## config.mk

```make
export PLATFORM = sky130hd
export DESIGN_NAME = pmt_section_parser_flat
export DESIGN_NICKNAME = d
export VERILOG_FILES = /design/src/sv/psp_pkg.sv /design/src/sv/psp_stream_if.sv /design/src/sv/pmt_section_parser.sv /design/src/flat_wrapper.sv
export VERILOG_INCLUDE_DIRS = /design/src /design/src/sv
export SDC_FILE = /design/constraint.sdc
export NUM_CORES = 1
export LEC_CHECK = 0
export BUFFER_PORTS_ARGS = -buffer_cell sky130_fd_sc_hd__buf_2
export CORE_MARGIN = 1
export CORE_UTILIZATION = 35
export CTS_CLUSTER_SIZE = 24
export DETAILED_ROUTE_END_ITERATION = 8
export GPL_ROUTABILITY_DRIVEN = 0
export PLACE_DENSITY = 0.62
export SYNTH_ARGS = -nofsm -noshare
export SYNTH_HDL_FRONTEND = slang
export SYNTH_SLANG_ARGS = --single-unit
```

## constraint.sdc

```tcl
create_clock -name clk -period 10.65 [get_ports clk]
set_input_delay 1.5975 -clock clk [delete_from_list [all_inputs] [get_ports clk]]
set_output_delay 1.5975 -clock clk [all_outputs]
set_load 0.02 [all_outputs]
```

## src/sv/pmt_section_parser_defines.svh

```systemverilog
// Assertion macros for the PMT section parser.
// Used by files that check their own logic; expects clk and arst_n in scope.
`ifndef PMT_SECTION_PARSER_DEFINES_SVH
`define PMT_SECTION_PARSER_DEFINES_SVH

// Same-cycle implication, switched off while reset is held.
`define PSP_ASSERT_IMPL(lbl, pre, post) \
	lbl: assert property (@(posedge clk) disable iff (!arst_n) (pre) |-> (post)) \
		else $error("pmt_section_parser: same-cycle check failed");

// Next-cycle implication, switched off while reset is held.
`define PSP_ASSERT_NEXT(lbl, pre, post) \
	lbl: assert property (@(posedge clk) disable iff (!arst_n) (pre) |=> (post)) \
		else $error("pmt_section_parser: next-cycle check failed");

`endif

```

## src/sv/psp_pkg.sv

```systemverilog
// Shared types and constants for the PMT section parser.
// No dependencies; compiled before the interface and the top level.
`default_nettype none

package psp_pkg;

	localparam int unsigned FIFO_DEPTH = 8;
	localparam int unsigned CFG_WIDTH  = 8;

	localparam logic [9:0] HEADER_AND_CRC  = 10'd9;
	localparam logic [9:0] MIN_SECTION_LEN = 10'd13;
	localparam logic [9:0] MIN_ENTRY_BYTES = 10'd5;

	typedef enum logic [1:0] {
		KIND_PCR  = 2'd0,
		KIND_ES   = 2'd1,
		KIND_DONE = 2'd2,
		KIND_ERR  = 2'd3
	} kind_t;

	typedef enum logic [1:0] {
		CLASS_PES      = 2'd0,
		CLASS_SECTIONS = 2'd1,
		CLASS_PRIVATE  = 2'd2
	} pid_class_t;

	typedef enum logic {
		CFG_PRIV_SECTIONS = 1'b0,
		CFG_PRIV_DATA     = 1'b1
	} cfg_index_t;

	typedef enum logic [10:0] {
		PH_IDLE      = 11'b000_0000_0001,
		PH_PCR_LO    = 11'b000_0000_0010,
		PH_DESC_HI   = 11'b000_0000_0100,
		PH_DESC_LO   = 11'b000_0000_1000,
		PH_SKIP_DESC = 11'b000_0001_0000,
		PH_ES_TYPE   = 11'b000_0010_0000,
		PH_ES_PID_HI = 11'b000_0100_0000,
		PH_ES_PID_LO = 11'b000_1000_0000,
		PH_INFO_HI   = 11'b001_0000_0000,
		PH_INFO_LO   = 11'b010_0000_0000,
		PH_SKIP_INFO = 11'b100_0000_0000
	} phase_t;

	typedef struct packed {
		logic [7:0] data_byte;
		logic       first_byte;
		logic [9:0] section_length;
	} byte_item_t;

	typedef struct packed {
		kind_t      kind;
		logic [12:0] pid;
		logic [7:0] stream_type;
		pid_class_t pid_class;
		logic       last_of_run;
	} result_t;

endpackage

`default_nettype wire

```

## src/sv/psp_stream_if.sv

```systemverilog
// Valid/ready stream channel carrying one payload item of type T.
// No dependencies; the payload type is supplied where the channel is declared.
`default_nettype none

interface psp_stream_if #(parameter type T = logic);

	logic valid;
	logic ready;
	T     data;

	modport source (output valid, output data, input ready);
	modport sink (input valid, input data, output ready);

endinterface

`default_nettype wire

```

## src/sv/pmt_section_parser.sv

```systemverilog
// PMT section body parser: byte stream in, PCR/ES/done/error items out.
// Depends on psp_pkg, psp_stream_if and pmt_section_parser_defines.svh.
//
//   Channel   Dir  Handshake          Payload
//   bytes     in   valid/ready        data_byte, first_byte, section_length
//   results   out  valid/ready        kind, pid, stream_type, pid_class, last_of_run
//   cfg_*     in   write enable only  cfg_index, cfg_data
//
// One byte is accepted per cycle while bytes.ready is high; it is parsed in the cycle
// after acceptance and its results enter an OUT_DEPTH-entry result FIFO.
// A byte can make two results while one result leaves per pop, so the output rate sets
// the long-run rate; bytes.ready drops while fewer than four FIFO entries are free.
// Reset returns the parser to idle, empties the FIFO and loads the type registers.
`default_nettype none

`include "pmt_section_parser_defines.svh"

module pmt_section_parser #(
	parameter int unsigned OUT_DEPTH = psp_pkg::FIFO_DEPTH
) (
	input  wire logic                           clk,
	input  wire logic                           arst_n,
	psp_stream_if.sink                          bytes,
	psp_stream_if.source                        results,
	input  wire logic                           cfg_we,
	input  wire psp_pkg::cfg_index_t            cfg_index,
	input  wire logic [psp_pkg::CFG_WIDTH-1:0]  cfg_data
);
	import psp_pkg::*;

	localparam int unsigned PW = (OUT_DEPTH > 1) ? $clog2(OUT_DEPTH) : 1;
	localparam int unsigned CW = $clog2(OUT_DEPTH + 1);

	function automatic logic [PW-1:0] ptr_inc(input logic [PW-1:0] p);
		ptr_inc = (p == PW'(OUT_DEPTH - 1)) ? '0 : p + PW'(1);
	endfunction

	function automatic result_t mk_result(input kind_t k, input logic [12:0] p,
			input logic [7:0] t, input pid_class_t c);
		result_t r;
		r.kind        = k;
		r.pid         = p;
		r.stream_type = t;
		r.pid_class   = c;
		r.last_of_run = 1'b0;
		mk_result = r;
	endfunction

	// Configuration
	logic [7:0] priv_sections_q;
	logic [7:0] priv_data_q;

	always_ff @(posedge clk or negedge arst_n) begin
		if (!arst_n) begin
			priv_sections_q <= 8'd5;
			priv_data_q     <= 8'd6;
		end else if (cfg_we) begin
			unique case (cfg_index)
				CFG_PRIV_SECTIONS: priv_sections_q <= cfg_data[7:0];
				CFG_PRIV_DATA:     priv_data_q     <= cfg_data[7:0];
				default:           priv_sections_q <= priv_sections_q;
			endcase
		end
	end

	// Input stage
	logic       valid_s1;
	byte_item_t item_s1;
	logic       accept;
	logic [CW-1:0] count_q;

	// Room is kept for the item in the parse stage and the one being accepted.
	assign bytes.ready = (32'(count_q) + 32'd4) <= OUT_DEPTH;
	assign accept      = bytes.valid && bytes.ready;

	always_ff @(posedge clk or negedge arst_n) begin
		if (!arst_n) begin
			valid_s1 <= 1'b0;
		end else begin
			valid_s1 <= accept;
		end
	end

	always_ff @(posedge clk) begin
		if (accept) begin
			item_s1 <= bytes.data;
		end
	end

	// Parser state
	phase_t      phase_q, phase_d;
	logic [9:0]  bytes_left_q, bytes_left_d;
	logic [11:0] skip_q, skip_d;
	logic [7:0]  held_type_q, held_type_d;
	logic [12:0] held_pid_q, held_pid_d;
	logic [3:0]  held_high_q, held_high_d;

	result_t    res0, res1;
	logic [1:0] n_push;
	logic [9:0] bl_dec;
	logic [11:0] skip_dec;
	logic [11:0] len_field;
	pid_class_t es_class;
	kind_t      last_kind;

	assign bl_dec    = bytes_left_q - 10'd1;
	assign skip_dec  = (skip_q != 12'd0) ? skip_q - 12'd1 : skip_q;
	assign len_field = {held_high_q, item_s1.data_byte};

	always_comb begin
		if (held_type_q == priv_sections_q) begin
			es_class = CLASS_SECTIONS;
		end else if (held_type_q == priv_data_q) begin
			es_class = CLASS_PRIVATE;
		end else begin
			es_class = CLASS_PES;
		end
	end

	always_comb begin
		phase_d      = phase_q;
		bytes_left_d = bytes_left_q;
		skip_d       = skip_q;
		held_type_d  = held_type_q;
		held_pid_d   = held_pid_q;
		held_high_d  = held_high_q;
		res0         = mk_result(KIND_ERR, 13'd0, 8'd0, CLASS_PES);
		res1         = mk_result(KIND_ERR, 13'd0, 8'd0, CLASS_PES);
		n_push       = 2'd0;

		if (valid_s1) begin
			if (item_s1.first_byte) begin
				if (item_s1.section_length < MIN_SECTION_LEN) begin
					phase_d = PH_IDLE;
					n_push  = 2'd1;
				end else begin
					bytes_left_d = item_s1.section_length - HEADER_AND_CRC - 10'd1;
					skip_d       = 12'd0;
					held_type_d  = 8'd0;
					held_high_d  = 4'd0;
					held_pid_d   = {8'd0, item_s1.data_byte[4:0]};
					phase_d      = PH_PCR_LO;
				end
			end else if (phase_q != PH_IDLE) begin
				if (bytes_left_q == 10'd0 ||
						(phase_q == PH_ES_TYPE && bytes_left_q < MIN_ENTRY_BYTES)) begin
					phase_d = PH_IDLE;
					n_push  = 2'd1;
				end else begin
					bytes_left_d = bl_dec;
					unique case (phase_q)
						PH_PCR_LO: begin
							held_pid_d = {held_pid_q[4:0], item_s1.data_byte};
							res0       = mk_result(KIND_PCR, {held_pid_q[4:0],
								item_s1.data_byte}, 8'd0, CLASS_PES);
							n_push     = 2'd1;
							phase_d    = PH_DESC_HI;
						end
						PH_DESC_HI, PH_INFO_HI: begin
							held_high_d = item_s1.data_byte[3:0];
							phase_d     = (phase_q == PH_DESC_HI) ? PH_DESC_LO : PH_INFO_LO;
						end
						PH_DESC_LO: begin
							skip_d = len_field;
							if (len_field > {2'b00, bl_dec}) begin
								phase_d = PH_IDLE;
								n_push  = 2'd1;
							end else if (len_field != 12'd0) begin
								phase_d = PH_SKIP_DESC;
							end else if (bl_dec == 10'd0) begin
								phase_d = PH_IDLE;
								res0    = mk_result(KIND_DONE, 13'd0, 8'd0, CLASS_PES);
								n_push  = 2'd1;
							end else begin
								phase_d = PH_ES_TYPE;
							end
						end
						PH_SKIP_DESC, PH_SKIP_INFO: begin
							skip_d = skip_dec;
							if (skip_dec == 12'd0) begin
								if (bl_dec == 10'd0) begin
									phase_d = PH_IDLE;
									res0    = mk_result(KIND_DONE, 13'd0, 8'd0, CLASS_PES);
									n_push  = 2'd1;
								end else begin
									phase_d = PH_ES_TYPE;
								end
							end
						end
						PH_ES_TYPE: begin
							held_type_d = item_s1.data_byte;
							phase_d     = PH_ES_PID_HI;
						end
						PH_ES_PID_HI: begin
							held_pid_d = {8'd0, item_s1.data_byte[4:0]};
							phase_d    = PH_ES_PID_LO;
						end
						PH_ES_PID_LO: begin
							held_pid_d = {held_pid_q[4:0], item_s1.data_byte};
							phase_d    = PH_INFO_HI;
						end
						PH_INFO_LO: begin
							// The entry goes out first; an overrun or the body end follows it.
							skip_d = len_field;
							res0   = mk_result(KIND_ES, held_pid_q, held_type_q, es_class);
							n_push = 2'd1;
							if (len_field > {2'b00, bl_dec}) begin
								phase_d = PH_IDLE;
								n_push  = 2'd2;
							end else if (len_field != 12'd0) begin
								phase_d = PH_SKIP_INFO;
							end else if (bl_dec == 10'd0) begin
								phase_d = PH_IDLE;
								res1    = mk_result(KIND_DONE, 13'd0, 8'd0, CLASS_PES);
								n_push  = 2'd2;
							end else begin
								phase_d = PH_ES_TYPE;
							end
						end
						default: begin
							phase_d = PH_IDLE;
							n_push  = 2'd1;
						end
					endcase
				end
			end
		end

		res0.last_of_run = (n_push == 2'd1);
		res1.last_of_run = 1'b1;
	end

	assign last_kind = (n_push == 2'd2) ? res1.kind : res0.kind;

	always_ff @(posedge clk or negedge arst_n) begin
		if (!arst_n) begin
			phase_q      <= PH_IDLE;
			bytes_left_q <= 10'd0;
			skip_q       <= 12'd0;
			held_type_q  <= 8'd0;
			held_pid_q   <= 13'd0;
			held_high_q  <= 4'd0;
		end else begin
			phase_q      <= phase_d;
			bytes_left_q <= bytes_left_d;
			skip_q       <= skip_d;
			held_type_q  <= held_type_d;
			held_pid_q   <= held_pid_d;
			held_high_q  <= held_high_d;
		end
	end

	// Result FIFO
	result_t       fifo_q [OUT_DEPTH];
	logic [PW-1:0] wr_ptr_q, rd_ptr_q;
	logic [PW-1:0] wr_ptr_p1;
	logic          pop;

	assign wr_ptr_p1     = ptr_inc(wr_ptr_q);
	assign pop           = results.valid && results.ready;
	assign results.valid = (count_q != '0);
	assign results.data  = fifo_q[rd_ptr_q];

	always_ff @(posedge clk) begin
		if (n_push != 2'd0) begin
			fifo_q[wr_ptr_q] <= res0;
		end
		if (n_push == 2'd2) begin
			fifo_q[wr_ptr_p1] <= res1;
		end
	end

	always_ff @(posedge clk or negedge arst_n) begin
		if (!arst_n) begin
			wr_ptr_q <= '0;
			rd_ptr_q <= '0;
			count_q  <= '0;
		end else begin
			if (n_push == 2'd1) begin
				wr_ptr_q <= wr_ptr_p1;
			end else if (n_push == 2'd2) begin
				wr_ptr_q <= ptr_inc(wr_ptr_p1);
			end
			if (pop) begin
				rd_ptr_q <= ptr_inc(rd_ptr_q);
			end
			count_q <= count_q + CW'(n_push) - CW'(pop);
		end
	end

	// Checks
	`PSP_ASSERT_NEXT(a_error_goes_idle, valid_s1 && n_push != 2'd0 && last_kind == KIND_ERR, phase_q == PH_IDLE)
	`PSP_ASSERT_NEXT(a_bytes_left_falls, valid_s1 && !item_s1.first_byte, bytes_left_q <= $past(bytes_left_q))
	`PSP_ASSERT_IMPL(a_fifo_room, valid_s1, (32'(count_q) + 32'(n_push)) <= OUT_DEPTH)
	`PSP_ASSERT_IMPL(a_fifo_bounded, 1'b1, 32'(count_q) <= OUT_DEPTH)

endmodule

`default_nettype wire

```

## src/flat_wrapper.sv

```systemverilog
// flat-port wrapper written by rule: the top's interface ports become plain ports
module pmt_section_parser_flat import psp_pkg::*;
#(
	parameter int unsigned OUT_DEPTH = psp_pkg::FIFO_DEPTH
)
  (clk, arst_n, cfg_we, cfg_index, cfg_data, bytes_valid, bytes_data, bytes_ready, results_valid, results_data, results_ready);
  psp_stream_if #(.T(byte_item_t)) bytes_i ();
  psp_stream_if #(.T(result_t)) results_i ();
  input  wire logic clk;
  input  wire logic arst_n;
  input  wire logic cfg_we;
  input  wire psp_pkg::cfg_index_t cfg_index;
  input  wire logic [psp_pkg::CFG_WIDTH-1:0] cfg_data;
  input wire logic [$bits(bytes_i.valid)-1:0] bytes_valid;
  input wire logic [$bits(bytes_i.data)-1:0] bytes_data;
  output wire logic [$bits(bytes_i.ready)-1:0] bytes_ready;
  output wire logic [$bits(results_i.valid)-1:0] results_valid;
  output wire logic [$bits(results_i.data)-1:0] results_data;
  input wire logic [$bits(results_i.ready)-1:0] results_ready;
  assign bytes_i.valid = bytes_valid;
  assign bytes_i.data = bytes_data;
  assign bytes_ready = bytes_i.ready;
  assign results_valid = results_i.valid;
  assign results_data = results_i.data;
  assign results_i.ready = results_ready;
  pmt_section_parser #(.OUT_DEPTH(OUT_DEPTH)) u_core (.clk(clk), .arst_n(arst_n), .bytes(bytes_i), .results(results_i), .cfg_we(cfg_we), .cfg_index(cfg_index), .cfg_data(cfg_data));
endmodule
```

==> results of run 1 <==
[registers in the layout, summed over array words and instances, names as in the netlist]
signal                  count
u_core.priv_data_q          8
u_core.priv_sections_q      8
u_core.item_s1             19
u_core.count_q              4
u_core.skip_q              12
u_core.phase_q             11
u_core.fifo_q             208
u_core.bytes_left_q        10
u_core.valid_s1             1
u_core.rd_ptr_q             3
u_core.wr_ptr_q             3
u_core.held_pid_q          13
u_core.held_type_q          8
u_core.held_high_q          4
[synth_stat cells (27+ instances only)]
cell type / number
sky130_fd_sc_hd__ha_1: 31
sky130_fd_sc_hd__inv_1: 33
sky130_fd_sc_hd__dfrtp_1: 80
sky130_fd_sc_hd__xnor2_1: 34
sky130_fd_sc_hd__nor3_1: 27
sky130_fd_sc_hd__dfxtp_1: 200
sky130_fd_sc_hd__mux2_2: 64
sky130_fd_sc_hd__edfxtp_1: 27
sky130_fd_sc_hd__clkbuf_1: 86
sky130_fd_sc_hd__mux4_2: 52
sky130_fd_sc_hd__a21oi_1: 103
sky130_fd_sc_hd__nor2_1: 97
sky130_fd_sc_hd__nand3_1: 108
sky130_fd_sc_hd__o21ai_0: 131
sky130_fd_sc_hd__nand2_1: 244
[cell type report]
class,count,area (sq um),area share
clock buffers,53,1070,0.0618
clock inverters,12,155,0.00898
inverters,33,124,0.00717
multi-input cells,1154,7790,0.451
flip-flops and latches,312,6950,0.402
well taps,585,732,0.0424
repair buffers,81,460,0.0266
[worst paths after layout]
check | slack (ps) | depth (start not counted) | endpoint | start
min in group asynchronous | 1030 | 1 | u_core.priv_data_q[3]$_DFFE_PN0P_ | arst_n
max reg2reg | 4960 | 18 | u_core.fifo_q[5][25]$_SDFFE_PP1P_ | u_core.bytes_left_q[3]$_DFFE_PN0P_
max | 4960 | 18 | u_core.fifo_q[5][25]$_SDFFE_PP1P_ | u_core.bytes_left_q[3]$_DFFE_PN0P_
min reg2reg | 450 | 2 | u_core.fifo_q[3][4]$_SDFFE_PP0P_ | u_core.fifo_q[3][4]$_SDFFE_PP0P_
min | 450 | 2 | u_core.fifo_q[3][4]$_SDFFE_PP0P_ | u_core.fifo_q[3][4]$_SDFFE_PP0P_
max in group asynchronous | 8540 | 2 | u_core.rd_ptr_q[0]$_DFFE_PN0P_ | arst_n
[power by group through the flow]
stage | clock, mW | sequential [mW] | combinational [mW]
6_report | 1.27 | 1.59 | 1.21
5_1_grt | 1.34 | 1.62 | 1.34
4_1_cts | 1.29 | 1.59 | 1.22
3_5_place_dp | 0 | 1.62 | 1.21
3_3_place_gp | 0 | 1.61 | 1.18
2_1_floorplan | 0 | 1.48 | 1.01
[cells in the final DEF, fill, tap and decap left out, types with 8 or more instances in the layout]
cell                        netlist  final
sky130_fd_sc_hd__and3_1           9      9
sky130_fd_sc_hd__nand2_1        244    244
sky130_fd_sc_hd__nand2b_1        12     12
sky130_fd_sc_hd__nor3_1          27     23
sky130_fd_sc_hd__nand3_1        108    108
sky130_fd_sc_hd__a21oi_1        103    103
sky130_fd_sc_hd__xnor2_1         34     34
sky130_fd_sc_hd__clkbuf_1        86      9
sky130_fd_sc_hd__o211ai_1         8      8
sky130_fd_sc_hd__ha_1            31     31
sky130_fd_sc_hd__buf_2           17     59
sky130_fd_sc_hd__clkbuf_16        0     38
sky130_fd_sc_hd__o31ai_1         14     14
sky130_fd_sc_hd__a31oi_1         12     12
sky130_fd_sc_hd__edfxtp_1        27     27
sky130_fd_sc_hd__nor2_1          97     97
sky130_fd_sc_hd__dfxtp_1        200    200
sky130_fd_sc_hd__mux4_2          52     52
sky130_fd_sc_hd__inv_1           33     33
sky130_fd_sc_hd__nand4_1         17     17
sky130_fd_sc_hd__o21ai_0        131    131
sky130_fd_sc_hd__mux2_2          64     64
sky130_fd_sc_hd__a211oi_1        26     26
sky130_fd_sc_hd__a21o_1           9      9
sky130_fd_sc_hd__dfrtp_1         80     78
sky130_fd_sc_hd__nor2b_1         25     23
sky130_fd_sc_hd__nor4_1          14     13
sky130_fd_sc_hd__buf_4            2     22
[kinds of logic after synthesis]
logic type                 Yosys count  synth area share
muxes                              123             0.128
AOI/OAI and AO/OA                  357             0.144
and+or+nand+nor                    604             0.186
DFF                                312             0.454
buffers and inverters              148            0.0394
adders and majority gates           32            0.0267
xor gates and xnor gates            38            0.0218
[per-layer routing]
layer	routed length, um	vias up
li1	-	5818
met1	18100	5903
met2	20200	406
met3	2570	78
met4	1260	0
met5	0	-
[per-stage QoR]
stage                     instance area (sq um)  utilization  std cells  hold slack, ps  worst slack (ps)
final                                     17300        0.401       2230             447              4960
after CTS                                 17300        0.401       2230             451              5120
after global placement                    16100        0.373       2165             431              5280
after global routing                      17300        0.401       2230             469              4600
after floorplan                           15300            -       1614             420              5960
after detailed placement                  16100        0.373       2165             437              5130
[worst min-delay path, cell delays in order (launching register included)]
cell	delay, ps
sky130_fd_sc_hd__dfxtp_1	320
sky130_fd_sc_hd__nand2_1	40
sky130_fd_sc_hd__o21ai_0	50
==> out/summary.log, run 1 <==
[outcome] status finished, final reports clean
[cts] CTS Buffer Depth 3
[run] reported max-cap violation count 0
[yosys] synthesized instance count 1614
[detailed_routing] iteration count of the initial detailed-routing pass 5
[timing] Slew Viols, Final 0
[critical_path] combined buffer and inverter count along the critical path 1
[power] net switching power figure 1.42 mW
[global_routing] number of antenna violations at the first check in global routing 0
[yosys] Netlist cell types 76
[finish] synthesis-to-finish area growth 12.9%
[global_routing] global-route usage over all layers 0.192
[detailed_routing] residual DRC count 0
[cts] Setup Buffers After CTS 0
[yosys] share of async-settable or async-resettable flops after synthesis 0.272
[detailed_routing] detailed-route vias per instance 5.47
[detailed_routing] total vias in the final route 12200
[timing] slew at the pin with the worst max-slew slack 1200 ps
[timing] setup violators final 0
[power] part of the total power dissipated in sequential elements 0.391
[floorplanning] number of top-level design ports 61
[power] Max IR drop VDD 0.000127 V
[global_routing] largest net degree at the start of global routing 56
[floorplanning] Row Count 76
[critical_path] critical path class register to register
[power] power per cell area 236 nW/um^2
[detailed_routing] aggregate routed wire length 42100 um
[timing] number of failing hold endpoints at the final stage 0
[finish] share of final-layout standard cells stronger than drive strength 1 0.181
[yosys] number of synthesized flops with an enable pin 27
[cts] clock insertion delay at the later pin of the skew report 550 ps
[placement] number of buffers added on ports 60
[finish] final-stage net count 1684
[power] Int Power 2.65 mW
[global_routing] met2 global-route usage 0.317
[critical_path] maximum fanout count along the critical path 10
[power] portion of total power attributed to combinational logic 0.298
[timing] final sum of negative setup slack 0 ps
[critical_path] critical path's top delay family compound AO/OA/AOI/OAI gates
[critical_path] cell chain of the critical path or4_1 -> nor4_1 -> xnor2_1 -> ha_1 -> a211oi_1 -> o21ai_0 -> o21ai_0 -> a21oi_1 -> o21bai_1 -> o211ai_1 -> a32oi_1 -> ha_1 -> nand2b_1 -> nor2_1 -> a31oi_1 -> inv_1 -> nor2_1 -> a21oi_1
[cts] clock tree from TritonCTS built
[cts] Num CTS Buffers 37
[global_routing] routing usage on met3 0.0278
[cts] CTS-repair resized insts 0
[critical_path] Req. time, crit path 11070 ps
[detailed_routing] number of routed nets with antenna violations 0
[finish] FILL cells 4224
[critical_path] startpoint type of the worst setup path register
[floorplanning] Die X-Extent 211 um
[yosys] cell type with the highest aggregate area in the netlist sky130_fd_sc_hd__dfxtp_1
[global_routing] vias in the first global route 11900
[power] Net Sw Frac 0.350
[detailed_routing] WL/cell 18.9 um
[critical_path] Largest stage delay, worst path 820 ps
[global_routing] grt total ovfl 0
[yosys] synthesized area per cell 9.48 sq um
[cts] H-tree depth 2
[cts] cell at the root of the clock tree sky130_fd_sc_hd__clkbuf_16
[yosys] count of yosys warnings during synthesis 0
[timing] Max Freq 0.176 GHz
[yosys] fraction of synthesized cell area taken by the top area cell type 0.262
[floorplanning] Die Area 44600 sq um
[critical_path] Worst setup EP type register
[global_routing] Global Route met1 Usage 0.255
[placement] HPWL after detailed placement 27800 um
[critical_path] Slowest cell on crit path sky130_fd_sc_hd__a31oi_1
[timing] Slew HR 0.194
[timing] clock tree skew after final layout 26.4 ps
[floorplanning] Core Area 43100 sq um
[yosys] syn_nets 1679
[hold_path] class of the tightest hold or removal check register to register
[yosys] top area cells in the synthesized netlist sky130_fd_sc_hd__dfxtp_1 (26%), sky130_fd_sc_hd__dfrtp_1 (13%), sky130_fd_sc_hd__mux4_2 (7.7%)
[global_routing] first-pass GRT wire length 66900 um
[yosys] sequential fraction of the synthesis area 0.454
[yosys] number of synthesized register bits 312
[finish] # diodes 0
[cts] Clock transition at path regs 60 ps
[cts] Num Clock Sinks 312
[floorplanning] Die Y 211 um
[power] Pwr Total 4.07 mW
[yosys] Netlist Area Pre-Place 15300 sq um
[power] static leakage 6.58 nW
[yosys] flip-flop cell with the highest count after synthesis sky130_fd_sc_hd__dfxtp_1
[timing] setup repair after global routing missed its margin no
[timing] Tcrit/Tclk final 0.534
[global_routing] GR peak layer met2
[detailed_routing] drt first-iter violations 1100
[floorplanning] effective utilization at floorplan 0.355
[power] share of power burned in the clock network 0.311
[critical_path] Arr. time, crit path 6110 ps
[timing] minimum clock period after layout 5690 ps
[cts] number of buffers inserted for hold repair after clock tree synthesis 0
Power figures use the tool's default switching activity.
==> run 2: changes to the inputs <==
Clock period 10.65 ns to 5.6 ns, I/O delays scaled along.
==> out/summary.log, run 2 (synthesis gave the netlist of run 1 again) <==
[outcome] status finished, final reports clean
[floorplanning] Row Count 76 [unchanged]
[global_routing] first-pass GRT wire length 68400 um [+2.2%]
[detailed_routing] detailed-route vias per instance 5.52 [+0.91%]
[placement] dpl cells 2188 [+1.1%]
[floorplanning] Die Y 211 um [unchanged]
[timing] Slew HR 0.0440 [-0.150]
[timing] final sum of negative setup slack 0 ps [unchanged]
[timing] setup violators final 0 [unchanged]
[detailed_routing] WL/cell 19.4 um [+2.6%]
[timing] Max Freq 0.194 GHz [+10%]
[finish] most common cell after layout, fill and taps aside sky130_fd_sc_hd__nand2_1
[power] part of the total power dissipated in sequential elements 0.397 [+0.006]
[timing] Tcrit/Tclk final 0.922 [+0.388]
[finish] synthesis-to-finish area growth 13.2%
[finish] share of final-layout standard cells stronger than drive strength 1 0.192 [+0.0107]
[cts] Num CTS Buffers 35 [-5.4%]
[critical_path] startpoint type of the worst setup path register
[critical_path] Slowest cell on crit path sky130_fd_sc_hd__nand2_1
[global_routing] global-route usage over all layers 0.197 [+0.00562]
[detailed_routing] total vias in the final route 12400 [+1.7%]
[critical_path] maximum fanout count along the critical path 18 [+8]
[placement] number of buffers added on ports 60 [unchanged]
[finish] count of placed standard cells in the final layout, fillers left out 2248 [+0.81%]
[power] Max IR drop VDD 0.000254 V [+100%]
[cts] Clock transition at path regs 60 ps [about the same]
[critical_path] Req. time, crit path 6070 ps [-5000 ps]
[global_routing] vias in the first global route 12400 [+4.5%]
[power] Net Sw Frac 0.359 [+0.00892]
[timing] number of failing hold endpoints at the final stage 0 [unchanged]
[timing] clock tree skew after final layout 20.9 ps [-5.50 ps]
[cts] clock tree from TritonCTS built
[run] reported max-cap violation count 0 [unchanged]
[critical_path] combined buffer and inverter count along the critical path 1 [unchanged]
[placement] Placement Cell Area 16200 sq um [+1.1%]
[detailed_routing] iteration count of the initial detailed-routing pass 5 [unchanged]
[power] Int Power 4.87 mW [+84%]
[timing] minimum clock period after layout 5160 ps [-525 ps]
[cts] H-tree depth 2 [unchanged]
[finish] final instance area 17300 sq um [+0.28%]
[hold_path] class of the tightest hold or removal check input port to async pin
[critical_path] Reg2Reg Setup Slack 440 ps [-4530 ps]
[floorplanning] Die X-Extent 211 um [unchanged]
[global_routing] largest net degree at the start of global routing 59 [+5.4%]
[critical_path] Worst setup EP type register
[detailed_routing] number of routed nets with antenna violations 0 [unchanged]
[floorplanning] number of top-level design ports 61 [unchanged]
[finish] max FFs per register 208 [unchanged]
[critical_path] Largest stage delay, worst path 650 ps [-170 ps]
[critical_path] critical path's top delay family simple AND/OR/NAND/NOR gates
[power] share of power burned in the clock network 0.291 [-0.020]
[cts] Num Clock Sinks 312 [unchanged]
[finish] # diodes 0 [unchanged]
[cts] Setup Buffers After CTS 0 [unchanged]
[critical_path] critical path class register to register
[power] power per cell area 439 nW/um^2 [+86%]
[floorplanning] Core Area 43100 sq um [unchanged]
[detailed_routing] drt first-iter violations 973 [-12%]
[timing] slew at the pin with the worst max-slew slack 1420 ps [+220 ps]
[cts] CTS Buffer Depth 3 [unchanged]
[power] Pwr Total 7.60 mW [+87%]
[detailed_routing] aggregate routed wire length 43500 um [+3.4%]
[global_routing] number of antenna violations at the first check in global routing 0 [unchanged]
[timing] setup repair after global routing missed its margin no
[global_routing] grt total ovfl 0 [unchanged]
[critical_path] Arr. time, crit path 5630 ps [-480 ps]
[timing] Fin Hold WS 208 ps [-239 ps]
[power] static leakage 6.64 nW [+0.93%]
[floorplanning] effective utilization at floorplan 0.355 [unchanged]
[floorplanning] Die Area 44600 sq um [unchanged]
[detailed_routing] residual DRC count 0 [unchanged]
[finish] top flop regs u_core.fifo_q: 208 flops, u_core.item_s1: 19 flops, u_core.held_pid_q: 13 flops
[finish] leading cell types in the layout, fill and taps excluded sky130_fd_sc_hd__nand2_1 (243), sky130_fd_sc_hd__dfxtp_1 (200), sky130_fd_sc_hd__o21ai_0 (131)
[placement] HPWL after detailed placement 29200 um [+4.9%]
[cts] clock insertion delay at the later pin of the skew report 560 ps [about the same]
[cts] cell at the root of the clock tree sky130_fd_sc_hd__clkbuf_16
[power] net switching power figure 2.73 mW [+91%]
[timing] Slew Viols, Final 0 [unchanged]
[critical_path] cell chain of the critical path or4_1 -> nor4_1 -> xnor2_1 -> ha_1 -> a211oi_1 -> o21ai_0 -> o21ai_0 -> a21oi_1 -> o21bai_1 -> o211ai_1 -> a32oi_1 -> ha_1 -> nor2_1 -> nand2_1 -> buf_4 -> nand2_1 -> a21oi_1
[finish] final-stage net count 1705 [+1.2%]
[finish] largest register by flop count u_core.fifo_q
[power] portion of total power attributed to combinational logic 0.312 [+0.014]
-- run 2: changes by cell type in the layout (fill, tap and decap cells not counted), moves of 2 or more --
| cell | change |
|---|---|
| sky130_fd_sc_hd__clkinv_2 | +4 |
| sky130_fd_sc_hd__clkbuf_8 | -2 |
| sky130_fd_sc_hd__clkbuf_16 | -2 |
| sky130_fd_sc_hd__buf_4 | +22 |
| sky130_fd_sc_hd__clkinvlp_4 | -3 |
| sky130_fd_sc_hd__bufinv_16 | -2 |
-- run 2: power groups by stage --
| stage | logic (mW) | registers [mW] | clock network [mW] |
|---|---|---|---|
| finish | 2.37 | 3.02 | 2.21 |
| global route | 2.63 | 3.07 | 2.35 |
| CTS | 2.37 | 3.01 | 2.27 |
| detailed placement | 2.36 | 3.06 | 0 |
| global placement | 2.30 | 3.04 | 0 |
| floorplan | 1.93 | 2.81 | 0 |
-- run 2: per-stage QoR --
step | worst slack (ps) | util
floorplan | 912 | -
global placement | 360 | 0.377
detailed placement | 223 | 0.377
CTS | 191 | 0.402
global route | 24.5 | 0.402
finish | 439 | 0.402
-- run 2: final cells by class --
cell class                      count  area [sq um]
Fill cell                        4239         25800
Multi-Input combinational cell   1154          7790
Sequential cell                   312          6950
Clock buffer                       50           993
Tap cell                          585           732
Timing Repair Buffer              104           646
Inverter                           33           124
Clock inverter                     10          87.6
-- run 2: repair_timing --
| action | 4_1_cts | 5_1_grt |
|---|---|---|
| endpoints found under the setup margin | 0 | 14 |
| hold buffers | 0 | 0 |
| resized for setup | 0 | 3 |
-- run 2: worst paths after layout --
kind / depth (start not counted) / endpoint / startpoint
setup / recovery: 17 / u_core.fifo_q[2][15]$_SDFFE_PP0P_ / u_core.bytes_left_q[3]$_DFFE_PN0P_
hold / removal: 1 / u_core.bytes_left_q[7]$_DFFE_PN0P_ / arst_n
setup reg to reg: 17 / u_core.fifo_q[2][15]$_SDFFE_PP0P_ / u_core.bytes_left_q[3]$_DFFE_PN0P_
hold reg to reg: 2 / u_core.fifo_q[5][5]$_SDFFE_PP0P_ / u_core.fifo_q[5][5]$_SDFFE_PP0P_
max in group asynchronous: 2 / u_core.rd_ptr_q[0]$_DFFE_PN0P_ / arst_n
min in group clk: 2 / u_core.fifo_q[5][5]$_SDFFE_PP0P_ / u_core.fifo_q[5][5]$_SDFFE_PP0P_
-- run 2: routing by layer --
metal	vias to the layer above	GRT usage	part of all wire	routed length (um)
met3	97	0.0373	0.062	2680
li1	5843	-	-	-
met1	6078	0.251	0.43	18500
met2	397	0.327	0.48	20800
met4	0	0.0847	0.036	1560
met5	-	0	0	0
-- run 2: worst register-to-register path: cells and delay by family, from the launching register on --
kind                       cells  cell delay, ps
adders and majority gates      2             720
and+or+nand+nor                5            1740
buffers and inverters          1             300
xor gates and xnor gates       1             180
AOI/OAI and AO/OA              8            1710
DFF                            1             460
==> run 3: changes to the inputs <==
Settings changed: CORE_MARGIN 1 to 2, HOLD_SLACK_MARGIN from default to 0.12, REMOVE_ABC_BUFFERS from default to 1.
==> out/summary.log, run 3 (synthesis gave the netlist of run 1 again) <==
[timing] fin worst setup slack 523 ps [+84.1 ps]
[finish] final instance area 17400 sq um [+0.36%]
[global_routing] number of antenna violations at the first check in global routing 0 [unchanged]
[floorplanning] effective utilization at floorplan 0.355 [unchanged]
[cts] H-tree depth 2 [unchanged]
[timing] final sum of negative setup slack 0 ps [unchanged]
[floorplanning] Die Area 45400 sq um [+1.9%]
[critical_path] Slowest cell on crit path sky130_fd_sc_hd__or4_1
[placement] number of buffers added on ports 60 [unchanged]
[critical_path] critical path class register to register
[detailed_routing] total vias in the final route 12300 [-1.3%]
[global_routing] grt total ovfl 0 [unchanged]
[critical_path] startpoint type of the worst setup path register
[finish] FILL cells 4190 [-1.2%]
[detailed_routing] iteration count of the initial detailed-routing pass 5 [unchanged]
[floorplanning] Row Count 76 [unchanged]
[power] portion of total power attributed to combinational logic 0.308 [-0.004]
[critical_path] maximum fanout count along the critical path 18 [unchanged]
[hold_path] class of the tightest hold or removal check input port to async pin
[detailed_routing] detailed-route vias per instance 5.46 [-1.2%]
[critical_path] startpoint of the worst setup timing path u_core.bytes_left_q[3]$_DFFE_PN0P_
[detailed_routing] aggregate routed wire length 42300 um [-2.7%]
[power] Pwr Total 7.70 mW [+1.3%]
[finish] most common cell after layout, fill and taps aside sky130_fd_sc_hd__nand2_1
[cts] number of buffers inserted for hold repair after clock tree synthesis 0 [unchanged]
[floorplanning] Core Area 43100 sq um [unchanged]
[outcome] status finished, final reports clean
[cts] cell at the root of the clock tree sky130_fd_sc_hd__clkbuf_16
[detailed_routing] residual DRC count 0 [unchanged]
[timing] setup violators final 0 [unchanged]
[finish] top flop regs u_core.fifo_q: 208 flops, u_core.item_s1: 19 flops, u_core.held_pid_q: 13 flops
[global_routing] first-pass GRT wire length 67500 um [-1.3%]
[run] reported max-cap violation count 0 [unchanged]
[finish] final-stage net count 1700 [-0.29%]
[timing] Tcrit/Tclk final 0.907 [-0.0150]
[detailed_routing] drt first-iter violations 885 [-9.0%]
[critical_path] beginning of the worst register-to-register path u_core.bytes_left_q[3]$_DFFE_PN0P_
[floorplanning] number of top-level design ports 61 [unchanged]
[cts] Clock transition at path regs 60 ps [about the same]
[critical_path] Worst setup EP type register
[cts] clock insertion delay at the later pin of the skew report 530 ps [-30 ps]
[timing] number of failing hold endpoints at the final stage 0 [unchanged]
[placement] dpl ws 475 ps [+252 ps]
[timing] Slew HR 0.0359 [-0.00810]
[timing] slew at the pin with the worst max-slew slack 1440 ps [+12.1 ps]
[global_routing] largest net degree at the start of global routing 55 [-6.8%]
[critical_path] cell chain of the critical path or4_1 -> nor4_1 -> xnor2_1 -> ha_1 -> a211oi_1 -> o21ai_0 -> o21ai_0 -> a21oi_1 -> o21bai_1 -> o211ai_1 -> a32oi_1 -> ha_1 -> nor2_1 -> nand2_1 -> buf_4 -> nand2_1 -> a21oi_1
[critical_path] Largest stage delay, worst path 620 ps [-30 ps]
[timing] setup repair after global routing missed its margin no
[critical_path] Req. time, crit path 5980 ps [-90 ps]
[finish] share of final-layout standard cells stronger than drive strength 1 0.191 [-0.00109]
[power] share of power burned in the clock network 0.302 [+0.011]
[timing] Slew Viols, Final 0 [unchanged]
[global_routing] vias in the first global route 12000 [-3.3%]
[detailed_routing] number of routed nets with antenna violations 0 [unchanged]
[power] Int Power 5.01 mW [+2.8%]
[timing] Max Freq 0.197 GHz [+1.7%]
[finish] max FFs per register 208 [unchanged]
[cts] clock tree from TritonCTS built
[power] Net Sw Frac 0.349 [-0.00966]
[timing] minimum clock period after layout 5080 ps [-84.1 ps]
[floorplanning] Die X-Extent 213 um [+0.95%]
[floorplanning] Die Y 213 um [+0.95%]
[global_routing] global-route usage over all layers 0.190 [-0.00723]
[finish] synthesis-to-finish area growth 13.6%
[critical_path] Arr. time, crit path 5460 ps [-170 ps]
[finish] largest register by flop count u_core.fifo_q
[power] power per cell area 443 nW/um^2 [+0.93%]
[placement] HPWL after detailed placement 27900 um [-4.2%]
[finish] # diodes 0 [unchanged]
[placement] Placement Cell Area 16200 sq um [-0.13%]
[timing] clock tree skew after final layout 24.8 ps [+3.91 ps]
[finish] count of placed standard cells in the final layout, fillers left out 2247 [-0.044%]
[finish] leading cell types in the layout, fill and taps excluded sky130_fd_sc_hd__nand2_1 (244), sky130_fd_sc_hd__dfxtp_1 (200), sky130_fd_sc_hd__o21ai_0 (131)
[power] static leakage 6.67 nW [+0.41%]
[cts] Num CTS Buffers 36 [+2.9%]
[power] Max IR drop VDD 0.000253 V [-0.54%]
[power] net switching power figure 2.69 mW [-1.4%]
[placement] dpl cells 2182 [-0.27%]
[cts] CTS Buffer Depth 3 [unchanged]
[cts] Num Clock Sinks 312 [unchanged]
[detailed_routing] WL/cell 18.8 um [-2.7%]
[power] part of the total power dissipated in sequential elements 0.390 [-0.007]
[run 3: cell count changes in the layout (fill, tap and decap cells not counted), sizes merged]
cell    delta
clkbuf     +3
bufinv     +2
buf        -6
[run 3: power by group through the flow]
stage,combinational [mW],sequential (mW),clock (mW)
after global placement,2.33,3.04,0
after detailed placement,2.37,3.05,0
after CTS,2.38,3.01,2.37
after global routing,2.64,3.06,2.47
final,2.37,3.00,2.32
after floorplan,1.67,3.00,0
[run 3: worst paths after layout]
check / slack, ps / to / cells past startpoint
setup reg to reg: 520 / u_core.fifo_q[4][10]$_SDFFE_PP0P_ / 17
hold reg to reg: 450 / u_core.fifo_q[2][12]$_SDFFE_PP0P_ / 2
max in group asynchronous: 4260 / u_core.priv_sections_q[1]$_DFFE_PN0P_ / 2
setup / recovery: 520 / u_core.fifo_q[4][10]$_SDFFE_PP0P_ / 17
hold / removal: 250 / u_core.bytes_left_q[8]$_DFFE_PN0P_ / 1
min in group clk: 450 / u_core.fifo_q[2][12]$_SDFFE_PP0P_ / 2
[run 3: critical path: cells and delay by family (launching register included)]
kind	cells	cell delay, ps
simple gates	5	1800
compound gates	8	1350
fa+ha+maj	2	670
flops	1	460
buf+inv	1	400
xor+xnor	1	240
[run 3: area by class of cell]
type / instances / area [sq um] / area share
multi-input cells: 1154 / 7780 / 0.448
flip-flops and latches: 312 / 6950 / 0.400
clock buffers: 53 / 1030 / 0.0595
well taps: 585 / 732 / 0.0421
repair buffers: 98 / 626 / 0.0360
clock inverters: 12 / 135 / 0.00777
inverters: 33 / 124 / 0.00712
[run 3: per-layer routing]
metal  vias to the layer above  track usage  share of wire
met5                         -            0              0
met4                         0       0.0588          0.025
met2                       379        0.319           0.48
met3                        70       0.0277          0.060
li1                       5852            -              -
met1                      5957        0.253           0.43
[run 3: repair_timing]
action                     CTS  global route
setup buffers                0             0
resized for setup            0             1
setup endpoints to repair    0             2
[run 3: stage by stage]
stage / util / hold WS, ps
after global routing: 0.404 / 276
after detailed placement: 0.376 / 442
after CTS: 0.404 / 258
after global placement: 0.376 / 431
after floorplan: - / 420
final: 0.404 / 250
